[config.mk]
export PLATFORM = sky130hd
export DESIGN_NAME = ned_ctrl
export DESIGN_NICKNAME = d
export VERILOG_FILES = /design/src/rtl/ned_pkg.sv /design/src/rtl/ned_ctrl.sv
export VERILOG_INCLUDE_DIRS = /design/src /design/src/rtl
export SDC_FILE = /design/constraint.sdc
export NUM_CORES = 1
export LEC_CHECK = 0
export BUFFER_PORTS_ARGS = -buffer_cell sky130_fd_sc_hd__buf_2
export CAP_MARGIN = 10
export CORE_AREA = 5 5 42 44
export CTS_BUF_LIST = sky130_fd_sc_hd__clkbuf_8
export DETAILED_ROUTE_END_ITERATION = 10
export DIE_AREA = 0 0 47 49
export MAX_ROUTING_LAYER = met4
export SLEW_MARGIN = 10
export SYNTH_ARGS = -nofsm -noshare
export SYNTH_HDL_FRONTEND = slang
export SYNTH_SLANG_ARGS = --single-unit
[constraint.sdc]
create_clock -name clk -period 1.7 [get_ports clk]
set_clock_uncertainty 0.2 [all_clocks]
set_input_delay 0.255 -clock clk [delete_from_list [all_inputs] [get_ports clk]]
set_output_delay 0.255 -clock clk [all_outputs]
set_load 0.01 [all_outputs]
[src/rtl/assert_macros.svh]
// Assertion macros for the RTL files; only ned_ctrl includes them.
`ifndef ASSERT_MACROS_SVH
`define ASSERT_MACROS_SVH
`ifndef NO_ASSERTIONS
`define ASSERT_IMPL(label, clk, rst_n, prop, msg) \
	label: assert property (@(posedge clk) disable iff (!rst_n) (prop)) else $error(msg);
`define ASSERT_NEXT(label, clk, rst_n, ante, cons, msg) \
	label: assert property (@(posedge clk) disable iff (!rst_n) (ante) |=> (cons)) else $error(msg);
`else
`define ASSERT_IMPL(label, clk, rst_n, prop, msg)
`define ASSERT_NEXT(label, clk, rst_n, ante, cons, msg)
`endif
`endif

[src/rtl/ned_pkg.sv]
// ---------------------------------------------------------------------------
// ned_pkg
// Shared types, constants and the CORDIC arctangent table.
// ---------------------------------------------------------------------------
package ned_pkg;
	localparam int DEF_MAX_WIDTH       = 256;
	localparam int DEF_MAX_HEIGHT      = 256;
	localparam int DEF_ANGLE_FRAC_BITS = 13;
	localparam int DIM_LIMIT           = 256;
	localparam int CORDIC_STEPS        = 24;
	localparam int CW                  = 36;
	localparam int ZW                  = 34;
	localparam logic [ZW-1:0] PI_Q30   = 34'd3373259426;

	localparam logic FUNC_WRITE = 1'b0;
	localparam logic FUNC_QUERY = 1'b1;

	localparam logic REG_WIDTH  = 1'b0;
	localparam logic REG_HEIGHT = 1'b1;

	// controller -> datapath commands
	typedef struct packed {
		logic load;      // latch query start, open ring 1
		logic seg_init;  // set up current segment start
		logic seg_adv;   // switch from the row pass to the column pass
		logic visit;     // issue read of current scan position
		logic consider;  // evaluate read data
		logic seg_next;  // step to the pair's other side, then to the next position
		logic ring_next; // advance to next ring
		logic cor_init;
		logic cor_step;
		logic finish;
	} ned_cmd_t;

	// datapath -> controller status
	typedef struct packed {
		logic seg_done;
		logic last_seg;
		logic ring_last;
		logic have;
		logic cor_done;
	} ned_sts_t;

	function automatic logic [ZW-1:0] atan_q30(input logic [4:0] i);
		logic [ZW-1:0] v;
		begin
			case (i)
				5'd0: v = 34'd843314856;   5'd1: v = 34'd497837829;
				5'd2: v = 34'd263043836;   5'd3: v = 34'd133525158;
				5'd4: v = 34'd67021686;    5'd5: v = 34'd33543515;
				5'd6: v = 34'd16775850;    5'd7: v = 34'd8388437;
				5'd8: v = 34'd4194282;     5'd9: v = 34'd2097149;
				5'd10: v = 34'd1048575;    5'd11: v = 34'd524287;
				5'd12: v = 34'd262143;     5'd13: v = 34'd131071;
				5'd14: v = 34'd65535;      5'd15: v = 34'd32767;
				5'd16: v = 34'd16383;      5'd17: v = 34'd8191;
				5'd18: v = 34'd4095;       5'd19: v = 34'd2047;
				5'd20: v = 34'd1023;       5'd21: v = 34'd511;
				5'd22: v = 34'd255;        5'd23: v = 34'd127;
				default: v = '0;
			endcase
			return v;
		end
	endfunction
endpackage

[src/rtl/ned_ctrl.sv]
// ---------------------------------------------------------------------------
// ned_ctrl
// Sequencer: ring and segment walk, CORDIC iterations, result handoff.
// ---------------------------------------------------------------------------
`include "assert_macros.svh"
module ned_ctrl
	import ned_pkg::*;
(
	input  logic     clk,
	input  logic     arst_n,
	input  logic     in_valid,
	input  logic     in_func,
	output logic     in_ready,
	output logic     out_valid,
	input  logic     out_ready,
	output logic     wr_en,
	output ned_cmd_t cmd,
	input  ned_sts_t sts
);
	typedef enum logic [3:0] {
		S_IDLE, S_SEG, S_SEG_CHK, S_VISIT, S_CONS, S_NEXT_SEG, S_RING,
		S_COR_INIT, S_COR, S_FIN, S_OUT
	} state_t;

	state_t state_q;
	logic   out_valid_q;

	// handshake: input taken whenever idle; a finished query waits for the result slot
	assign in_ready  = (state_q == S_IDLE);
	assign wr_en     = in_valid && in_ready && (in_func == FUNC_WRITE);
	assign out_valid = out_valid_q;

	always_comb begin
		cmd = '0;
		unique case (state_q)
			S_IDLE:     cmd.load = in_valid && in_ready && (in_func == FUNC_QUERY);
			S_SEG:      cmd.seg_init = 1'b1;
			S_VISIT:    cmd.visit = 1'b1;
			S_CONS:     begin cmd.consider = 1'b1; cmd.seg_next = 1'b1; end
			S_NEXT_SEG: cmd.seg_adv = !sts.last_seg;
			S_RING:     cmd.ring_next = !sts.have && !sts.ring_last;
			S_COR_INIT: cmd.cor_init = 1'b1;
			S_COR:      cmd.cor_step = 1'b1;
			S_FIN:      cmd.finish = !out_valid_q || out_ready;
			default:    ;
		endcase
	end

	// state register
	always_ff @(posedge clk or negedge arst_n) begin
		if (!arst_n) begin
			state_q     <= S_IDLE;
			out_valid_q <= 1'b0;
		end else begin
			if (state_q == S_OUT)
				out_valid_q <= 1'b1;
			else if (out_valid_q && out_ready)
				out_valid_q <= 1'b0;
			unique case (state_q)
				S_IDLE:     if (cmd.load) state_q <= S_SEG;
				S_SEG:      state_q <= S_SEG_CHK;
				S_SEG_CHK:  state_q <= sts.seg_done ? S_NEXT_SEG : S_VISIT;
				S_VISIT:    state_q <= S_CONS;
				S_CONS:     state_q <= S_SEG_CHK;
				S_NEXT_SEG: state_q <= sts.last_seg ? S_RING : S_SEG;
				S_RING: begin
					if (sts.have)
						state_q <= S_COR_INIT;
					else if (sts.ring_last)
						state_q <= S_FIN;
					else
						state_q <= S_SEG;
				end
				S_COR_INIT: state_q <= S_COR;
				S_COR:      if (sts.cor_done) state_q <= S_FIN;
				S_FIN:      if (cmd.finish) state_q <= S_OUT;
				S_OUT:      state_q <= S_IDLE;
				default:    state_q <= S_IDLE;
			endcase
		end
	end

	`ASSERT_NEXT(a_fin_out, clk, arst_n, cmd.finish, state_q == S_OUT, "finish not followed by output")
	`ASSERT_IMPL(a_no_accept_busy, clk, arst_n, !(in_ready && state_q != S_IDLE), "ready while busy")
	`ASSERT_NEXT(a_load_seg, clk, arst_n, cmd.load, state_q == S_SEG, "query did not start walk")
endmodule

==> out/qor.yml, run 1 <==
route:
  drt_iter0_markers: 1
  viasPerCell: 4.87
  drtPass1Iterations: 2
  dr_total_vias: 497
  wl_mm: 1.24
  wire_per_inst_um: 12.1
  ant_nets: 0
  drc: 0
die:
  ioPinCount: 23
  die_x_um: 47
  die_h_um: 49
  dieArea_sq_um: 2300
  floorplan.rows: 14
  start_util: 0.293
  core_sq_um: 1400
final_layout:
  fin_cells: 102
  syn2layout_area_growth_pct: 79.3
  final-seq-area_sq_um: 128
  n_antenna_cell: 0
  multi_input_area_sq_um: 305
  nets: 97
  final_design_area_no_fill_sq_um: 736
  nFillCells: 150
  drive_gt1_frac: 0.605
timing:
  rsz0062_at_grt: "yes"
  fmax_ghz: 0.584
  hold_viol_final: 0
  fin_crit_sh: 1.01
  finalCriticalPeriod_ps: 1710
  tightestPinTransition_ps: 331
  finalSetupViolCount: 2
  maxSlewViolCount: 0
  max-slew-margin-rel: 0.777
  fin_ws_ps: -12.1
worst_setup_path:
  crit_start: "state_q[1]$_DFFE_PN0P_"
  path_max_fanout: 6
  critPathLaunchType: "flop"
  worstPathRequired_ps: 1240
  r2r_start: "state_q[1]$_DFFE_PN0P_"
  worstSetupEndpointType: "output pin"
  cp.arrival_ps: 1260
  worstSetupPathType: "flop to output pin"
run:
  maxCapViolations: 0
hold_path:
  min_from: "sts[2]"
  holdCritPathClass: "input pin to flop"
global_route:
  gr-usage-all-layers: 0.114
  antenna_found_initial: 0
  overflow: 0
  grt_pass1_wl_mm: 1.95
  grt_pass1_vias: 482
  grt_max_degree: 11
yosys:
  synth_ff_type: "dfrtp_1"
  yosys_warnings: 0
  synth_edf_count: 0
  syn_nets: 60
  avgSynthCellArea_sq_um: 8.21
  syn_area_sq_um: 410
  synth_seq_cells: 5
  ys_async_sr_fraction: 1.00
  ys_seq_area_frac: 0.305
  ys_types: 26
  syn_inst: 50
cts:
  clock-sinks: 5
  numCtsBuffers: 3
  cts_buffer_depth: 2
  root_buffer: "clkbuf_8"
  clkLatencyLatePin_ps: 220
  htree_levels: 1
  path_clk_slew_ps: 40
  cts_tree: "yes"
place:
  place_inst: 88
  hpwl_um: 838
  gp_congestion: 0.770
  numPortBuffers: 22
  place_area_sq_um: 537
pwr:
  p_per_area_nw_per_um2: 1840
  power_leakage_nw: 0.371
  peakVddDrop_v: 0.000923
run_status:
  violations: "setup timing"
  outcome: "finished, violations left"
-- power breakdown --
part / switching, mW / internal (mW)
Clock: 0.0566 / 0.155
Combinational: 0.432 / 0.464
Sequential: 0.0741 / 0.170
Total: 0.563 / 0.789
-- sequential cells by signal, summed over array words and instances (netlist names) --
register	cells
state_q	4
out_valid	1
-- metal layers --
metal	GRT usage	wire length, um
met1	0.140	541
met2	0.174	602
met3	0.0554	91
met4	0.0138	0
met5	-	0
-- cell families (layout without fill, tap and decap cells) --
group / count (synthesis) / after routing / synth area share
AOI/OAI and AO/OA: 11 / 11 / 0.180
buffers and inverters: 6 / 42 / 0.0914
DFF: 5 / 5 / 0.305
muxes: 1 / 1 / 0.0244
and+or+nand+nor: 27 / 27 / 0.399
-- synthesized netlist by cell type (2+ instances only) --
| master | n | share of area |
|---|---|---|
| dfrtp_1 | 5 | 0.30 |
| nor2_1 | 5 | 0.046 |
| nand2b_1 | 3 | 0.046 |
| inv_1 | 3 | 0.027 |
| o21ai_0 | 2 | 0.024 |
| nand2_1 | 5 | 0.046 |
| o22ai_1 | 2 | 0.030 |
| buf_4 | 2 | 0.037 |
| nor3_1 | 3 | 0.037 |
| nor3_2 | 2 | 0.049 |
| a21oi_1 | 3 | 0.037 |
-- final timing paths --
path	to	slack (ps)	depth (start not counted)
max in group asynchronous	state_q[3]$_DFFE_PN0P_	960	2
min in group asynchronous	out_valid$_DFFE_PN0P_	200	2
min reg2reg	out_valid$_DFFE_PN0P_	370	2
min	state_q[3]$_DFFE_PN0P_	160	3
max reg2reg	state_q[1]$_DFFE_PN0P_	90	6
max	cmd[0]	-10	4
-- area by class of cell --
class,instances,area share
inverter,3,0.0153
timing repair buffer,35,0.308
clock inverter,1,0.00510
multi-input combinational,39,0.415
sequential,5,0.173
clock buffer,3,0.0561
tap,16,0.0272
-- timing repair --
| action | CTS | global route |
|---|---|---|
| hold buffers | 1 | 0 |
| resized for setup | 7 | 7 |
| setup buffers | 5 | 4 |
| pin swaps | 1 | 2 |
| endpoints found under the hold margin | 5 | 0 |
| endpoints found under the setup margin | 8 | 10 |
-- critical path, cell delays in order, from the launching register on --
cell,delay [ps]
dfrtp_1,400
buf_6,150
nand2b_4,170
nor3b_2,160
buf_2,150
-- cell usage in the layout (no fill, tap or decap) --
master,n
inv_1,4
nor2b_2,1
nor3b_2,1
nor3_2,2
buf_4,10
nor4_4,1
mux2i_1,1
and3_1,1
buf_6,1
dlygate4sd3_1,1
clkbuf_8,3
a22o_1,1
buf_12,1
nor2_1,5
nor3_4,2
nor2_2,1
nand2_1,5
a21oi_1,3
o21bai_1,1
buf_2,22
o21ai_0,2
dfrtp_1,3
nand2b_4,3
nand3_1,1
dfrtp_2,2
nand2b_1,2
o21ai_1,1
nor3_1,1
a311oi_2,1
nor4_2,1
o22ai_1,2
-- through the flow --
stage / setup slack [ps] / hold WS [ps] / setup TNS (ps) / utilization / power [mW]
final: -12.1 / 162 / -16.8 / 0.525 / 1.35
after global routing: -103 / 172 / -507 / 0.525 / 1.45
after CTS: -46.2 / 148 / -96.6 / 0.471 / 1.22
after detailed placement: 128 / -126 / 0 / 0.383 / 0.847
after global placement: 172 / -128 / 0 / 0.383 / 0.844
after floorplan: 106 / -241 / 0 / - / 0.677
(Power assumes the default switching activity.)
==> run 2: changes to the inputs <==
--- a/config.mk
+++ b/config.mk
@@ -8,11 +8,14 @@
 export LEC_CHECK = 0
 export BUFFER_PORTS_ARGS = -buffer_cell sky130_fd_sc_hd__buf_2
 export CAP_MARGIN = 10
-export CORE_AREA = 5 5 42 44
+export CELL_PAD_IN_SITES_DETAIL_PLACEMENT = 1
+export CELL_PAD_IN_SITES_GLOBAL_PLACEMENT = 1
+export CORE_MARGIN = 5
+export CORE_UTILIZATION = 30
 export CTS_BUF_LIST = sky130_fd_sc_hd__clkbuf_8
 export DETAILED_ROUTE_END_ITERATION = 10
-export DIE_AREA = 0 0 47 49
 export MAX_ROUTING_LAYER = met4
+export PLACE_DENSITY_LB_ADDON = 0.1
 export SLEW_MARGIN = 10
 export SYNTH_ARGS = -nofsm -noshare
 export SYNTH_HDL_FRONTEND = slang
==> run 2 against run 1 <==
Critical path depth unchanged. Flip-flop and latch count unchanged. Global-route usage increased by 4.9 points. Clock power increased by 5%. Highest routed layer is now met4. Clock-buffer cell count unchanged. Sequential share of layout area increased by 0.15 points. Design area decreased by 0.85%. The run still ends with setup timing left.
==> out/qor.yml, run 2 (synthesis results as in run 1) <==
run_status:
  outcome: "finished, violations left"  # unchanged
  violations: "setup timing"  # unchanged
timing:
  fin_ws_ps: -52.8  # was -12.1 ps
  tightestPinTransition_ps: 290  # was 331 ps
  rsz0062_at_grt: "yes"  # unchanged
  finalCriticalPeriod_ps: 1750  # was 1710 ps
  setup_tns_ps: -91.8  # was -16.8 ps
  maxSlewViolCount: 0  # unchanged
  hold_viol_final: 0  # unchanged
  max-slew-margin-rel: 0.805  # was 0.777
  fmax_ghz: 0.571  # was 0.584 GHz
  finalSetupViolCount: 4  # was 2
  fin_crit_sh: 1.03  # was 1.01
  worst_hold_slack_ps: 151  # was 162 ps
route:
  viasPerCell: 5.04  # was 4.87
  dr_total_vias: 499  # was 497
  ant_nets: 0  # unchanged
  wire_per_inst_um: 15.1  # was 12.1 um
  wl_mm: 1.50  # was 1.24 mm
  drc: 0  # unchanged
  drtPass1Iterations: 4  # was 2
  drt_iter0_markers: 3  # was 1
worst_setup_path:
  worstPathRequired_ps: 1240  # about the same
  cp.arrival_ps: 1300  # was 1260 ps
  cpMaxStageDelayCell: "dfrtp_1"  # unchanged
  critPathLaunchType: "flop"  # unchanged
  worstSetupPathType: "flop to output pin"  # unchanged
  path_max_fanout: 5  # was 6
  crit_chain: "buf_6 > nand2b_4 > nor3b_2 > buf_2"  # unchanged
  worstSetupEndpointType: "output pin"  # unchanged
  critPathMaxStageDelay_ps: 410  # was 400 ps
run:
  maxCapViolations: 0  # unchanged
global_route:
  overflow: 0  # unchanged
  grt_max_degree: 11  # unchanged
  grt_pass1_vias: 546  # was 482
  grt_pass1_wl_mm: 2.45  # was 1.95 mm
  gr-usage-all-layers: 0.164  # was 0.114
  antenna_found_initial: 0  # unchanged
final_layout:
  layout.cells.most_common: "buf_2"  # unchanged
  drive_gt1_frac: 0.619  # was 0.605
  nets: 95  # was 97
  n_antenna_cell: 0  # unchanged
  largest_register_ffs: 4  # unchanged
  mostFrequentLayoutCells: "buf_2 (21), buf_4 (7), inv_1 (4), nand2_1 (4), nor2_1 (4)"  # was buf_2 (22), buf_4 (10), nor2_1 (5), nand2_1 (5), inv_1 (4)
  largest_register: "state_q"  # unchanged
  syn2layout_area_growth_pct: 77.7  # was 79.3%
die:
  dieArea_sq_um: 2210  # was 2300 sq um
  ioPinCount: 23  # unchanged
  die_h_um: 47.0  # was 49 um
  floorplan.rows: 13  # was 14
  die_x_um: 47.0  # was 47 um
  start_util: 0.315  # was 0.293
  core_sq_um: 1300  # was 1400 sq um
pwr:
  power_leakage_nw: 0.367  # was 0.371 nW
  p_per_area_nw_per_um2: 1940  # was 1840 nW/um^2
  peakVddDrop_v: 0.000815  # was 0.000923 V
cts:
  clkLatencyLatePin_ps: 230  # was 220 ps
  cts_buffer_depth: 2  # unchanged
  htree_levels: 1  # unchanged
  root_buffer: "clkbuf_8"  # unchanged
  cts_tree: "yes"  # unchanged
  path_clk_slew_ps: 40  # about the same
  numCtsBuffers: 3  # unchanged
  clock-sinks: 5  # unchanged
place:
  gp_congestion: 0.729  # was 0.770
  numPortBuffers: 22  # unchanged
  hpwl_um: 929  # was 838 um
hold_path:
  holdCritPathClass: "input pin to flop"  # unchanged
## run 2: path summary, 6_finish.rpt
check                                        from                endpoint  cells after the start  slack, ps
min in group asynchronous                  arst_n  state_q[1]$_DFFE_PN0P_                      2        180
setup reg to reg           state_q[1]$_DFFE_PN0P_  state_q[1]$_DFFE_PN0P_                      6         70
max in group asynchronous                  arst_n  state_q[3]$_DFFE_PN0P_                      2        970
hold / removal                             sts[2]  state_q[3]$_DFFE_PN0P_                      3        150
setup / recovery           state_q[1]$_DFFE_PN0P_                  cmd[0]                      4        -50
hold reg to reg             out_valid$_DFFE_PN0P_   out_valid$_DFFE_PN0P_                      2        380
## run 2: final cells by class
| cell class | count | area (sq um) |
|---|---|---|
| inverter | 3 | 11.3 |
| timing repair buffer | 33 | 221 |
| tap | 15 | 18.8 |
| clock buffer | 3 | 41.3 |
| multi-input combinational | 39 | 305 |
| clock inverter | 1 | 3.75 |
| sequential | 5 | 128 |
| fill | 171 | 572 |
## run 2: metrics by stage
stage	power, mW	worst slack, ps	utilization	instance area (sq um)	cells
floorplan	0.677	106	-	410	50
global placement	0.863	159	0.412	536	87
detailed placement	0.863	103	0.412	536	87
CTS	1.26	-67.0	0.514	669	97
global route	1.51	-121	0.561	729	99
finish	1.41	-52.8	0.561	729	99
## run 2: worst max-delay path: cells and delay by family, from the launching register on
family,cells,cell delay [ps]
buffers and inverters,2,320
flip-flops,1,410
AND/OR/NAND/NOR,2,340
## run 2: power by group
part	switching, mW	internal [mW]
combinational	0.463	0.481
sequential	0.0759	0.170
clock	0.0668	0.155
## run 2: per-layer routing
layer  GRT usage  vias to the layer above  wire length, um
met5           -                        -                0
met4      0.0829                        0               20
met3      0.0230                        2               47
met2       0.268                       14              776
met1       0.194                      237              651
li1            -                      246                -
## run 2: repair_timing
item | CTS | global route
resized for setup | 7 | 10
setup endpoints to repair | 10 | 13
hold buffers | 1 | 0
endpoints found under the hold margin | 5 | 0
setup buffers | 5 | 2
pin swaps | 0 | 3
